==> src/hdl/efe_pkg.sv <==
// Shared types, constants and the CRC byte update for the escaped frame encoder.
package efe_pkg;

  typedef struct packed {
    logic        cmd;
    logic [15:0] payload_length;
    logic [7:0]  frame_command;
    logic [7:0]  data_byte;
  } item_t;

  typedef struct packed {
    logic [7:0]  out_byte;
    logic [1:0]  status;
    logic        frame_end;
    logic [15:0] encoded_length;
  } result_t;

  localparam logic CMD_BEGIN = 1'b0;
  localparam logic CMD_DATA  = 1'b1;

  localparam logic [1:0] ST_OK       = 2'd0;
  localparam logic [1:0] ST_TOO_LONG = 2'd1;
  localparam logic [1:0] ST_OVERFLOW = 2'd2;
  localparam logic [1:0] ST_ORPHAN   = 2'd3;

  localparam int CFG_INDEX_W = 2;
  localparam int CFG_DATA_W  = 16;
  localparam logic [CFG_INDEX_W-1:0] REG_START_MARKER  = CFG_INDEX_W'(0);
  localparam logic [CFG_INDEX_W-1:0] REG_ESCAPE_MARKER = CFG_INDEX_W'(1);
  localparam logic [CFG_INDEX_W-1:0] REG_MAX_PAYLOAD   = CFG_INDEX_W'(2);
  localparam logic [CFG_INDEX_W-1:0] REG_MAX_ENCODED   = CFG_INDEX_W'(3);

  localparam logic [7:0]  START_MARKER_RST  = 8'd126;
  localparam logic [7:0]  ESCAPE_MARKER_RST = 8'd125;
  localparam logic [15:0] MAX_PAYLOAD_RST   = 16'd1024;
  localparam logic [15:0] MAX_ENCODED_RST   = 16'd2048;

  localparam logic [15:0] CRC_INIT   = 16'hFFFF;
  localparam logic [15:0] HEADER_LEN = 16'd5;

  localparam int QUEUE_DEPTH_DEF = 2;

  // Result slots of one job, in transmit order
  localparam int NUM_SLOTS = 10;
  localparam int SLOT_W    = $clog2(NUM_SLOTS);
  localparam logic [SLOT_W-1:0] SLOT_START  = SLOT_W'(0);
  localparam logic [SLOT_W-1:0] SLOT_LEN_HI = SLOT_W'(1);
  localparam logic [SLOT_W-1:0] SLOT_LEN_LO = SLOT_W'(2);
  localparam logic [SLOT_W-1:0] SLOT_SEQ    = SLOT_W'(3);
  localparam logic [SLOT_W-1:0] SLOT_CMD    = SLOT_W'(4);
  localparam logic [SLOT_W-1:0] SLOT_ESC    = SLOT_W'(5);
  localparam logic [SLOT_W-1:0] SLOT_DATA   = SLOT_W'(6);
  localparam logic [SLOT_W-1:0] SLOT_CRC_HI = SLOT_W'(7);
  localparam logic [SLOT_W-1:0] SLOT_CRC_LO = SLOT_W'(8);
  localparam logic [SLOT_W-1:0] SLOT_ERR    = SLOT_W'(9);

  typedef logic [NUM_SLOTS-1:0] slot_mask_t;

  localparam slot_mask_t MASK_HEADER = (slot_mask_t'(1) << SLOT_START)
                                     | (slot_mask_t'(1) << SLOT_LEN_HI)
                                     | (slot_mask_t'(1) << SLOT_LEN_LO)
                                     | (slot_mask_t'(1) << SLOT_SEQ)
                                     | (slot_mask_t'(1) << SLOT_CMD);
  localparam slot_mask_t MASK_ESC    = slot_mask_t'(1) << SLOT_ESC;
  localparam slot_mask_t MASK_DATA   = slot_mask_t'(1) << SLOT_DATA;
  localparam slot_mask_t MASK_CRC    = (slot_mask_t'(1) << SLOT_CRC_HI)
                                     | (slot_mask_t'(1) << SLOT_CRC_LO);
  localparam slot_mask_t MASK_ERR    = slot_mask_t'(1) << SLOT_ERR;

  typedef struct packed {
    logic [7:0]  start_byte;
    logic [15:0] length;
    logic [7:0]  seq;
    logic [7:0]  command;
    logic [7:0]  esc_byte;
    logic [7:0]  data_byte;
    logic [15:0] crc;
    logic [15:0] enc_len;
    logic [1:0]  err_status;
  } job_t;

  typedef struct packed {
    slot_mask_t mask;
    job_t       job;
  } entry_t;

  // CRC-16 poly 0x1021, MSB first, one byte folded in with a flat XOR network
  function automatic logic [15:0] crc_byte(input logic [15:0] crc, input logic [7:0] b);
    logic [7:0] x;
    x = crc[15:8] ^ b;
    x = x ^ (x >> 4);
    return {crc[7:0], 8'h00} ^ {x[3:0], 12'h000} ^ {3'b000, x, 5'b00000} ^ {8'h00, x};
  endfunction

endpackage

==> src/hdl/efe_front.sv <==
// Front end: config registers, item acceptance, frame state and job classification.
module efe_front import efe_pkg::*; (
  input  logic                   clk,
  input  logic                   rst,
  input  logic                   item_valid,
  output logic                   item_ready,
  input  item_t                  item,
  input  logic                   cfg_valid,
  output logic                   cfg_ready,
  input  logic [CFG_INDEX_W-1:0] cfg_index,
  input  logic [CFG_DATA_W-1:0]  cfg_data,
  input  logic                   q_full,
  output logic                   q_push,
  output entry_t                 q_entry
);

  logic [7:0]  start_marker;
  logic [7:0]  escape_marker;
  logic [15:0] max_payload;
  logic [15:0] max_encoded;

  logic [7:0]  seq, seq_next;
  logic [15:0] crc, crc_next;
  logic [15:0] remaining, remaining_next;
  logic [15:0] pos, pos_next;
  logic        open, open_next;
  logic        discarding, discarding_next;

  logic        accept;
  logic [15:0] crc_len, crc_hdr, crc_dat;
  logic        is_esc;
  logic [15:0] rem_dec;
  logic [15:0] pos1, pos2;
  logic [16:0] lim;

  assign item_ready = !q_full;
  assign cfg_ready  = 1'b1;
  assign accept     = item_valid && !q_full;

  always_ff @(posedge clk) begin
    if (rst) begin
      start_marker  <= START_MARKER_RST;
      escape_marker <= ESCAPE_MARKER_RST;
      max_payload   <= MAX_PAYLOAD_RST;
      max_encoded   <= MAX_ENCODED_RST;
    end else if (cfg_valid) begin
      unique case (cfg_index)
        REG_START_MARKER:  start_marker  <= cfg_data[7:0];
        REG_ESCAPE_MARKER: escape_marker <= cfg_data[7:0];
        REG_MAX_PAYLOAD:   max_payload   <= cfg_data;
        REG_MAX_ENCODED:   max_encoded   <= cfg_data;
        default: ;
      endcase
    end
  end

  assign crc_len = crc_byte(crc_byte(CRC_INIT, item.payload_length[15:8]),
                            item.payload_length[7:0]);
  assign crc_hdr = crc_byte(crc_byte(crc_len, seq), item.frame_command);
  assign crc_dat = crc_byte(crc, item.data_byte);
  assign is_esc  = (item.data_byte == start_marker) || (item.data_byte == escape_marker);
  assign rem_dec = remaining - 16'd1;
  assign pos1    = pos + {15'd0, is_esc};
  assign pos2    = pos1 + 16'd1;
  assign lim     = {1'b0, max_encoded};

  always_comb begin
    seq_next        = seq;
    crc_next        = crc;
    remaining_next  = remaining;
    pos_next        = pos;
    open_next       = open;
    discarding_next = discarding;
    q_push          = 1'b0;

    q_entry.mask           = '0;
    q_entry.job.start_byte = start_marker;
    q_entry.job.length     = item.payload_length;
    q_entry.job.seq        = seq;
    q_entry.job.command    = item.frame_command;
    q_entry.job.esc_byte   = escape_marker;
    q_entry.job.data_byte  = item.data_byte;
    q_entry.job.crc        = crc_dat;
    q_entry.job.enc_len    = pos2 + 16'd2;
    q_entry.job.err_status = ST_OVERFLOW;

    if (accept) begin
      if (item.cmd == CMD_BEGIN) begin
        open_next       = 1'b0;
        discarding_next = 1'b0;
        remaining_next  = '0;
        pos_next        = '0;
        crc_next        = CRC_INIT;
        q_push          = 1'b1;
        if (item.payload_length > max_payload) begin
          q_entry.mask           = MASK_ERR;
          q_entry.job.err_status = ST_TOO_LONG;
        end else begin
          q_entry.mask   = MASK_HEADER;
          crc_next       = crc_hdr;
          pos_next       = HEADER_LEN;
          remaining_next = item.payload_length;
          open_next      = 1'b1;
          if (item.payload_length == 16'd0) begin
            open_next = 1'b0;
            crc_next  = CRC_INIT;
            pos_next  = '0;
            if ({1'b0, HEADER_LEN} + 17'd2 > lim) begin
              q_entry.mask = MASK_HEADER | MASK_ERR;
            end else begin
              q_entry.mask        = MASK_HEADER | MASK_CRC;
              q_entry.job.crc     = crc_hdr;
              q_entry.job.enc_len = HEADER_LEN + 16'd2;
              seq_next            = seq + 8'd1;
            end
          end
        end
      end else if (discarding) begin
        // Swallow the rest of an aborted frame
        if (remaining != 16'd0) begin
          remaining_next = rem_dec;
        end
        if (remaining_next == 16'd0) begin
          discarding_next = 1'b0;
        end
      end else if (!open) begin
        q_push                 = 1'b1;
        q_entry.mask           = MASK_ERR;
        q_entry.job.err_status = ST_ORPHAN;
      end else begin
        q_push         = 1'b1;
        remaining_next = rem_dec;
        if (is_esc && ({1'b0, pos} + 17'd4 > lim)) begin
          q_entry.mask    = MASK_ERR;
          open_next       = 1'b0;
          discarding_next = rem_dec != 16'd0;
          crc_next        = CRC_INIT;
          pos_next        = '0;
        end else if ({1'b0, pos1} + 17'd3 > lim) begin
          q_entry.mask    = (is_esc ? MASK_ESC : '0) | MASK_ERR;
          open_next       = 1'b0;
          discarding_next = rem_dec != 16'd0;
          crc_next        = CRC_INIT;
          pos_next        = '0;
        end else begin
          q_entry.mask = (is_esc ? MASK_ESC : '0) | MASK_DATA;
          crc_next     = crc_dat;
          pos_next     = pos2;
          if (rem_dec == 16'd0) begin
            open_next       = 1'b0;
            discarding_next = 1'b0;
            crc_next        = CRC_INIT;
            pos_next        = '0;
            if ({1'b0, pos2} + 17'd2 > lim) begin
              q_entry.mask = q_entry.mask | MASK_ERR;
            end else begin
              q_entry.mask = q_entry.mask | MASK_CRC;
              seq_next     = seq + 8'd1;
            end
          end
        end
      end
    end
  end

  always_ff @(posedge clk) begin
    if (rst) begin
      seq        <= '0;
      crc        <= CRC_INIT;
      remaining  <= '0;
      pos        <= '0;
      open       <= 1'b0;
      discarding <= 1'b0;
    end else begin
      seq        <= seq_next;
      crc        <= crc_next;
      remaining  <= remaining_next;
      pos        <= pos_next;
      open       <= open_next;
      discarding <= discarding_next;
    end
  end

endmodule

==> src/hdl/efe_queue.sv <==
// Short job queue between the front and back ends.
module efe_queue import efe_pkg::*; #(
  parameter int DEPTH = QUEUE_DEPTH_DEF
) (
  input  logic   clk,
  input  logic   rst,
  input  logic   push,
  input  entry_t push_entry,
  output logic   full,
  input  logic   pop,
  output logic   empty,
  output entry_t head
);

  localparam int PTR_W = $clog2(DEPTH);
  localparam int CNT_W = $clog2(DEPTH + 1);

  entry_t             slots [DEPTH];
  logic [PTR_W-1:0]   wr_ptr;
  logic [PTR_W-1:0]   rd_ptr;
  logic [CNT_W-1:0]   count;

  assign full  = count == CNT_W'(DEPTH);
  assign empty = count == '0;
  assign head  = slots[rd_ptr];

  always_ff @(posedge clk) begin
    if (push) begin
      slots[wr_ptr] <= push_entry;
    end
  end

  always_ff @(posedge clk) begin
    if (rst) begin
      wr_ptr <= '0;
      rd_ptr <= '0;
      count  <= '0;
    end else begin
      if (push) begin
        wr_ptr <= (wr_ptr == PTR_W'(DEPTH - 1)) ? '0 : wr_ptr + PTR_W'(1);
      end
      if (pop) begin
        rd_ptr <= (rd_ptr == PTR_W'(DEPTH - 1)) ? '0 : rd_ptr + PTR_W'(1);
      end
      if (push && !pop) begin
        count <= count + CNT_W'(1);
      end else if (pop && !push) begin
        count <= count - CNT_W'(1);
      end
    end
  end

endmodule

==> src/hdl/efe_back.sv <==
// Back end: walks the slots of each job and drives the registered result channel.
module efe_back import efe_pkg::*; (
  input  logic    clk,
  input  logic    rst,
  input  logic    q_empty,
  input  entry_t  q_head,
  output logic    q_pop,
  output logic    result_valid,
  input  logic    result_ready,
  output result_t result
);

  job_t              cur;
  slot_mask_t        cur_mask;
  slot_mask_t        mask_after;
  logic [SLOT_W-1:0] idx;
  logic              out_free;
  logic              emit;
  result_t           result_next;

  assign out_free = !result_valid || result_ready;
  assign emit     = out_free && (cur_mask != '0);

  // Lowest pending slot goes out first
  always_comb begin
    idx = '0;
    for (int i = NUM_SLOTS - 1; i >= 0; i--) begin
      if (cur_mask[i]) begin
        idx = SLOT_W'(i);
      end
    end
  end

  assign mask_after = emit ? (cur_mask & ~(slot_mask_t'(1) << idx)) : cur_mask;
  assign q_pop      = !q_empty && (mask_after == '0);

  always_comb begin
    result_next = '0;
    unique case (idx)
      SLOT_START:  result_next.out_byte = cur.start_byte;
      SLOT_LEN_HI: result_next.out_byte = cur.length[15:8];
      SLOT_LEN_LO: result_next.out_byte = cur.length[7:0];
      SLOT_SEQ:    result_next.out_byte = cur.seq;
      SLOT_CMD:    result_next.out_byte = cur.command;
      SLOT_ESC:    result_next.out_byte = cur.esc_byte;
      SLOT_DATA:   result_next.out_byte = cur.data_byte;
      SLOT_CRC_HI: result_next.out_byte = cur.crc[15:8];
      SLOT_CRC_LO: begin
        result_next.out_byte       = cur.crc[7:0];
        result_next.frame_end      = 1'b1;
        result_next.encoded_length = cur.enc_len;
      end
      SLOT_ERR: begin
        result_next.status    = cur.err_status;
        result_next.frame_end = 1'b1;
      end
      default: result_next = '0;
    endcase
  end

  always_ff @(posedge clk) begin
    if (rst) begin
      cur_mask     <= '0;
      result_valid <= 1'b0;
    end else begin
      cur_mask <= q_pop ? q_head.mask : mask_after;
      if (emit) begin
        result_valid <= 1'b1;
      end else if (result_ready) begin
        result_valid <= 1'b0;
      end
    end
  end

  always_ff @(posedge clk) begin
    if (q_pop) begin
      cur <= q_head.job;
    end
    if (emit) begin
      result <= result_next;
    end
  end

endmodule

==> src/hdl/escaped_frame_encoder_crc16.sv <==
// Top level of the byte-stuffing frame encoder with CRC-16 trailer.
//
//  channel  | handshake                    | payload
//  ---------+------------------------------+-------------------------------------
//  item     | item_valid / item_ready      | item   (cmd, length, command, byte)
//  result   | result_valid / result_ready  | result (byte, status, end, length)
//  cfg      | cfg_valid / cfg_ready        | cfg_index, cfg_data
//
// The front end takes one item per cycle whenever the job queue has room and
// settles all frame state in that cycle. The back end sends one result byte per
// cycle from its output register whenever the result port is not stalled, and an
// item makes as many results as it needs: none for a byte of an aborted frame, 1 to 4
// for a payload byte, 1 for an oversized begin and 5 to 7 for any other begin.
// The single result port sets the sustained rate.
// Reset clears the frame state and queue at once; no clearing pass is needed.
// A stalled result port fills the queue, after which item_ready drops.
module escaped_frame_encoder_crc16 import efe_pkg::*; #(
  parameter int QUEUE_DEPTH = QUEUE_DEPTH_DEF
) (
  input  logic                   clk,
  input  logic                   rst,
  input  logic                   item_valid,
  output logic                   item_ready,
  input  item_t                  item,
  output logic                   result_valid,
  input  logic                   result_ready,
  output result_t                result,
  input  logic                   cfg_valid,
  output logic                   cfg_ready,
  input  logic [CFG_INDEX_W-1:0] cfg_index,
  input  logic [CFG_DATA_W-1:0]  cfg_data
);

  // Queue between classification and byte emission
  logic   q_full;
  logic   q_push;
  entry_t q_entry;
  logic   q_pop;
  logic   q_empty;
  entry_t q_head;

  // Accept, classify and update frame state
  efe_front u_front (
    .clk        (clk),
    .rst        (rst),
    .item_valid (item_valid),
    .item_ready (item_ready),
    .item       (item),
    .cfg_valid  (cfg_valid),
    .cfg_ready  (cfg_ready),
    .cfg_index  (cfg_index),
    .cfg_data   (cfg_data),
    .q_full     (q_full),
    .q_push     (q_push),
    .q_entry    (q_entry)
  );

  // Hold pending jobs so each side can stall on its own
  efe_queue #(
    .DEPTH (QUEUE_DEPTH)
  ) u_queue (
    .clk        (clk),
    .rst        (rst),
    .push       (q_push),
    .push_entry (q_entry),
    .full       (q_full),
    .pop        (q_pop),
    .empty      (q_empty),
    .head       (q_head)
  );

  // Serialise each job into result transactions
  efe_back u_back (
    .clk          (clk),
    .rst          (rst),
    .q_empty      (q_empty),
    .q_head       (q_head),
    .q_pop        (q_pop),
    .result_valid (result_valid),
    .result_ready (result_ready),
    .result       (result)
  );

  // A completed frame is at least header plus CRC long
  assert property (@(posedge clk) disable iff (rst)
    (result_valid && result.frame_end && (result.status == ST_OK))
      |-> (result.encoded_length >= 16'd7))
    else $error("short frame length reported");

  // Error transactions carry a zero byte and close the frame
  assert property (@(posedge clk) disable iff (rst)
    (result_valid && (result.status != ST_OK))
      |-> ((result.out_byte == 8'd0) && result.frame_end))
    else $error("malformed error transaction");

  // Mid-frame transactions are plain data with no length
  assert property (@(posedge clk) disable iff (rst)
    (result_valid && !result.frame_end)
      |-> ((result.status == ST_OK) && (result.encoded_length == 16'd0)))
    else $error("mid-frame transaction with status or length");

endmodule
==> config.mk <==
export PLATFORM = sky130hd
export DESIGN_NAME = escaped_frame_encoder_crc16
export DESIGN_NICKNAME = d
export VERILOG_FILES = /design/src/hdl/efe_pkg.sv /design/src/hdl/efe_front.sv /design/src/hdl/efe_queue.sv /design/src/hdl/efe_back.sv /design/src/hdl/escaped_frame_encoder_crc16.sv
export SDC_FILE = /design/constraint.sdc
export NUM_CORES = 1
export LEC_CHECK = 0
export BUFFER_PORTS_ARGS = -buffer_cell sky130_fd_sc_hd__buf_4
export CAP_MARGIN = 10
export CORE_UTILIZATION = 45
export CTS_BUF_LIST = sky130_fd_sc_hd__clkbuf_8
export DETAILED_ROUTE_END_ITERATION = 10
export MAX_ROUTING_LAYER = met4
export PLACE_DENSITY = 0.64
export SETUP_SLACK_MARGIN = 0.4
export SYNTH_ARGS = -nofsm -noshare
export SYNTH_HDL_FRONTEND = slang
export SYNTH_SLANG_ARGS = --single-unit
==> constraint.sdc <==
create_clock -name clk -period 11.44 [get_ports clk]
set_input_delay 1.144 -clock clk [delete_from_list [all_inputs] [get_ports clk]]
set_output_delay 1.144 -clock clk [all_outputs]
set_load 0.05 [all_outputs]
* Word level (Yosys, flattened, before mapping) *
Memory sizes are Yosys's and may differ from the RTL's. A register that Yosys moved wholly into a read port is not among the register bits.
Index checks and enable logic that the tools add are counted.

storage, ports and cells
  memories = 1
  flip-flop bits (word level) = 238
  bits of input ports = 56
  word-level logic and storage cells = 229
  RAM bits = 200

memory list
  memory         depth  width  rd ports  clocked after memory_dff  wr ports  RTL line         RTL
  u_queue.slots  2      100    1         1                         1         efe_queue.sv:18  entry_t slots [DEPTH];

operators by class
  bitwise gates (word level) = 27
  add/subtract/negate cells = 12
  reductions and logical operators = 35
  eq/ne operators = 24
  shifts and indexed selects = 1
  mux-type cells = 96
  order comparisons = 5

operator list
  cell                     count
  $mux W16                 23
  $mux W10                 13
  $mux W32                 4
  $mux W8                  10
  $xor A16 B13 Y16         5
  $xor A16 B8 Y16          5
  $pmux W8 S9              1
  $xor A16 B16 Y16         4
  $gt A17 B16 Y1           3
  $logic_not A16 Y1        3
  $mux W4                  10
  $xor A8 B4 Y8            5
  $add A16 B2 Y17 const B  2
  $mux W34                 1
  $reduce_bool A16 Y1      2
  $xor A8 B8 Y8            4
  $mux W1                  27
  $add A16 B3 Y17 const B  1
  $add A16 B1 Y16          1
  $add A16 B1 Y16 const B  1
  $add A16 B2 Y16 const B  1
  $eq A4 B3 Y1 const B     4
  $eq A8 B8 Y1             2
  $gt A16 B16 Y1           1
  other kinds (33)         67

* Depth between registers and ports, before layout *
  depth after elaboration = 25
  mapped depth = 26

* Modules after synthesis *
A second synthesis with hierarchy kept.

unflattened totals
  cell total of the unflattened synthesis = 1923
  area, all modules = 22183.8 um^2

modules (own cells, without submodules)
  module     area each (um^2)  cells each  sequential area each (um^2)  instances
  efe_front  9893.2            1298        2122.0                       1
  efe_queue  7459.7            333         6105.9                       1
  efe_back   4830.9            292         3733.6                       1

* Worst setup path before layout *
No wires, ideal clock.

  path kind = input-to-reg
  start point = input port item[0] (netlist bit)
  end point = register u_front.seq[5]
  slack = 5.091 ns
  setup time = 0.123 ns
  stages on the path = 25
  required time = 11.317 ns
  path buffers = 1
  arrival time = 6.226 ns
  cells stage by stage = xnor2_1 -> nand4_1 -> o22ai_1 -> ha_1 -> ha_1 -> ha_1 -> inv_1 -> a211oi_1 -> and2_1 -> buf_2 -> or4b_4 -> a2111oi_4 -> nand2_1 -> nor3_1 -> xor2_1 -> ha_1 -> a21o_1 -> a21o_1 -> nor2_1 -> o211ai_1 -> nand2_1 -> or4b_4 -> o32ai_4 -> nand4_1 -> mux2_1

between the ends
  word-level cells in the longest chain between the ends = 8
  elaborated cells between the ends (all ways) = 14

ends and longest elaborated chain
  item                              RTL line                           RTL
  from (decl)                       escaped_frame_encoder_crc16.sv:24  input item_t item,
  $eq A8 B8 Y1                      efe_front.sv:61                    assign is_esc = (item.data_byte == start_marker) || (item.data_byte == escape_marker);
  $logic_or A1 B1 Y1 (*)            efe_front.sv:61
  $add A16 B1 Y16                   efe_front.sv:63                    assign pos1 = pos + {15'd0, is_esc};
  $add A16 B1 Y16                   efe_front.sv:64                    assign pos2 = pos1 + 16'd1;
  $add A16 B2 Y17                   efe_front.sv:154                   if ({1'b0, pos2} + 17'd2 > lim) begin
  $gt A17 B16 Y1                    efe_front.sv:154
  $ne A2 B2 Y1 (no line)            --
  $reduce_and A10 Y1 (no line) (*)  --
  to (signal assigned)              efe_front.sv:175                   seq <= seq_next;
  to (decl)                         efe_front.sv:22                    logic [7:0] seq, seq_next;

Mark *: on every way between the ends. The rest lies on a longest branch, timed or not.
A chain may end at the register's enable or synchronous reset.

* Final worst setup path *
  start point = input port item[6] (netlist bit)
  end point = register u_front.seq[5]

Same word-level chain as after synthesis.

==> impl_results.md <==
* Tcrit/Tclk final at 63.5%
* Family with the most delay on the worst path: simple AND/OR/NAND/NOR gates
* Slew margin rel. at 27.1%
* Clock Sinks at 429
* Hpwl dp at approximately 41000 um
* CTS tree: built
* Chip width at 220 um
* Most frequent cells in the layout: edfxtp_1 (307), nand2_1 (159), xnor2_1 (134)
* Sequential Power Share at between 40% and 50%
* Capture point of the worst reg-to-reg path: u_front.seq[5]
* Max Cap Violations at 0
* Setup_tns at 0 ns
* Commonest non-fill, non-tap cell in the layout: edfxtp_1
* R2R Path Start: u_front.escape_marker[6]
* Initial Util at between 40% and 50%
* Synth Net Count at just under 2000
* Comb power frac at 36.0%
* Post-CTS Hold Fix Bufs at 0
* Post-DP Area at 22500 um^2
* Die height at 220 um
* Layout Skew at 0.0383 ns
* Area grow syn2layout at 12.3%
* Leakage at approximately 0.0084 uW
* Critical Path Fanout Max at 10
* PortBufs at 84
* Core area at 46700 um^2
* Initial antenna violation count at 0
* Number of global-route vias before repair at 14500
* Int Pwr at 3700 uW
* Simple-gate share of the synthesized area at 12.1%
* CP Data Arrival Time at 7.75 ns
* Antenna Nets Post-Route at 0
* Peak VDD IR at 0.000155 V
* Required time of the critical path at 11.93 ns
* Worst-margin pin slew at 1.09 ns
* Placer congestion estimate at 0.922
* Final Util at approximately half
* Via count at 14800
* Mux share of post-synthesis cell area at 6.42%
* Cells after synthesis at between 1500 and 2000
* CP max-delay cell: ha_1
* Root Driver: clkbuf_8
* DP Cell Count at 2458
* GRT Overall Usage at between 20% and 30%
* # nets final at 2055
* H-tree Lvls at 3
* Diodes inserted at 0
* Final hold slack at 0.454 ns
* Slew Limit Fails at 0
* Synthesis Warnings at 0
* Mean routed wirelength per cell at 22.1 um
* Async S/R FF share, synth at 0%
* R2R depth at 22
* DRT Wirelength at 57300 um
* Fin crit period at 7.26 ns
* Setup bufs post-CTS at 0
* Compound-cell area share of the yosys netlist at 10.9%
* Crit path kind: in2reg
* R2R Setup Slk at between 4 and 5 ns
* GRT overflow at 0
* Clk pwr share at 22.9%
* Die area at 48200 um^2
* CTS buffer count at 72
* Crit path depth at 23
* RSZ-0062 raised after global routing: no
* First-pass GRT wire length at 86100 um
* Fin area at around 24000 um^2
* EDFF count, synth at 307
* Clock buffer depth at 3
* Startpoint types: primary input
* Layout cells sized above 1 at 17.0%
* Critical path endpoint: u_front.seq[5]
* Worst Path Buf+Inv at 1
* Sw Share at 37.8%
* Pwr per Cell Area at between 200 and 250 nW/um^2
* Fin cells at 2589
* Crit path launch: item[6]
* Post-synthesis cell type count at 77
* Mean post-synth cell area at 11.5 um^2
* Outcome: finished with violations
* Fmax at 138 MHz
* Later-pin clock latency in the skew report at 0.64 ns
* Failing checks: design-rule violations
* Crit path cell chain: buf_4, xnor2_1, nand4_1, o22ai_1, ha_1, ha_1, nand2_1, nor4_1, nand3_1, nand3_1, or4b_1, a21oi_1, nor4b_1, xor2_1, ha_1, nand3_1, nor4_1, a31oi_1, nand2_1, or4b_4, o32ai_4, nand4_1, mux2_1
* # IOs at 86
* Final hold vios at 0
* Share of the yosys chip area belonging to registers at 54.8%
* Avg Vias per Cell at between 5 and 6
* Largest family of logic cells by synthesized area: simple AND/OR/NAND/NOR gates
* Adder-Cell Fraction of Synth Area at 4.35%
* #FFs+latches synth at 429
* Top_reg_cell synth: edfxtp_1
* Fillcell total at about 4200
* Min-delay worst type: reg2reg
* DRC violations left at 10
* Largest net degree at the start of global routing at 82
* Largest stage delay, worst path at 0.59 ns
* FP Rows at between 70 and 80
* Clk slew on worst S/H paths at around 0.060 ns
* Netlist area before placement at 21300 um^2
* 1st-iter DRT viols at about 1300
* Post-synthesis xor/xnor area fraction at 8.66%
* CP endpoint kind: register
* Detailed Routing Iterations Pass 1 at 8
* Post-CTS Resized at 0
* Setup violators final at 0
* Sw Pwr at about 2300 uW
==> Yosys cell counts, drive strengths merged (40+ instances only) <==
| master | instances | area [um^2] |
|---|---|---|
| a21oi | 112 | 561 |
| a22oi | 40 | 300 |
| clkbuf | 72 | 273 |
| dfxtp | 122 | 2440 |
| edfxtp | 307 | 9220 |
| ha | 74 | 926 |
| inv | 63 | 236 |
| mux2 | 101 | 1140 |
| nand2 | 159 | 597 |
| nand3 | 58 | 295 |
| nor2 | 102 | 383 |
| o21ai | 49 | 245 |
| xnor2 | 146 | 1380 |
| xor2 | 53 | 464 |
==> cell type report <==
cell class / count / area, um^2 / area share [%]
Inverter: 63 / 236 / 0.989
Clock inverter: 54 / 389 / 1.63
Clock buffer: 77 / 1060 / 4.43
Tap cell: 607 / 759 / 3.18
Sequential cell: 429 / 11700 / 48.8
Timing Repair Buffer: 96 / 721 / 3.01
Multi-Input combinational cell: 1263 / 9080 / 38.0
==> worst min path at each step <==
stage | from | end | cells past startpoint
final | u_front.max_payload[9] | u_front.max_payload[9] | 2
after global routing | u_front.max_encoded[10] | u_front.max_encoded[10] | 2
after CTS | u_front.max_encoded[10] | u_front.max_encoded[10] | 2
after detailed placement | u_front.max_encoded[10] | u_front.max_encoded[10] | 2
after global placement | u_front.max_encoded[10] | u_front.max_encoded[10] | 2
after floorplan | u_front.max_encoded[10] | u_front.max_encoded[10] | 2
==> tightest hold or removal path, cell delays in order (launching register included) <==
cell,delay [ns]
dfxtp_1,0.30
nand2_1,0.05
a21oi_1,0.05
==> power by group through the flow <==
stage,Clock (uW),Combinational [uW],Sequential (uW)
after floorplan,0,1300,2610
after global placement,0,2130,2480
after detailed placement,0,2140,2490
after CTS,1400,2150,2460
after global routing,1470,2290,2490
final,1360,2140,2450
==> kinds of logic (layout without fill, tap and decap cells) <==
kind of cell               count (synthesis)  after routing
and+or+nand+nor                          515            515
DFF                                      429            429
AOI/OAI and AO/OA                        350            350
xor gates and xnor gates                 199            199
buffers and inverters                    155            290
muxes                                    124            124
adders and majority gates                 74             74
other                                      1              1
==> per-stage QoR <==
| stage | power [uW] | setup slack, ns |
|---|---|---|
| after detailed placement | 4630 | 3.70 |
| after floorplan | 3910 | 5.09 |
| after global placement | 4600 | 3.86 |
| after CTS | 6000 | 4.35 |
| after global routing | 6240 | 3.63 |
| final | 5960 | 4.18 |
==> flip-flops by register name (all words and copies together), names as in the netlist, 2 cells and up, named ones only <==
signal / count
u_back.cur: 90
u_back.cur_mask: 10
u_back.result: 27
u_front.crc: 16
u_front.escape_marker: 8
u_front.max_encoded: 16
u_front.max_payload: 16
u_front.pos: 16
u_front.remaining: 16
u_front.seq: 8
u_front.start_marker: 8
u_queue.count: 2
u_queue.slots: 190
==> per-layer routing <==
metal  wire [um]  up-vias  GRT usage [%]
met5           0        -              -
met4        2080        0           10.4
met3        3580      125           4.40
met2       26700      512           38.8
met1       24900     7241           31.6
li1            -     6937              -
Note: power is estimated with default switching activity, not from simulation.
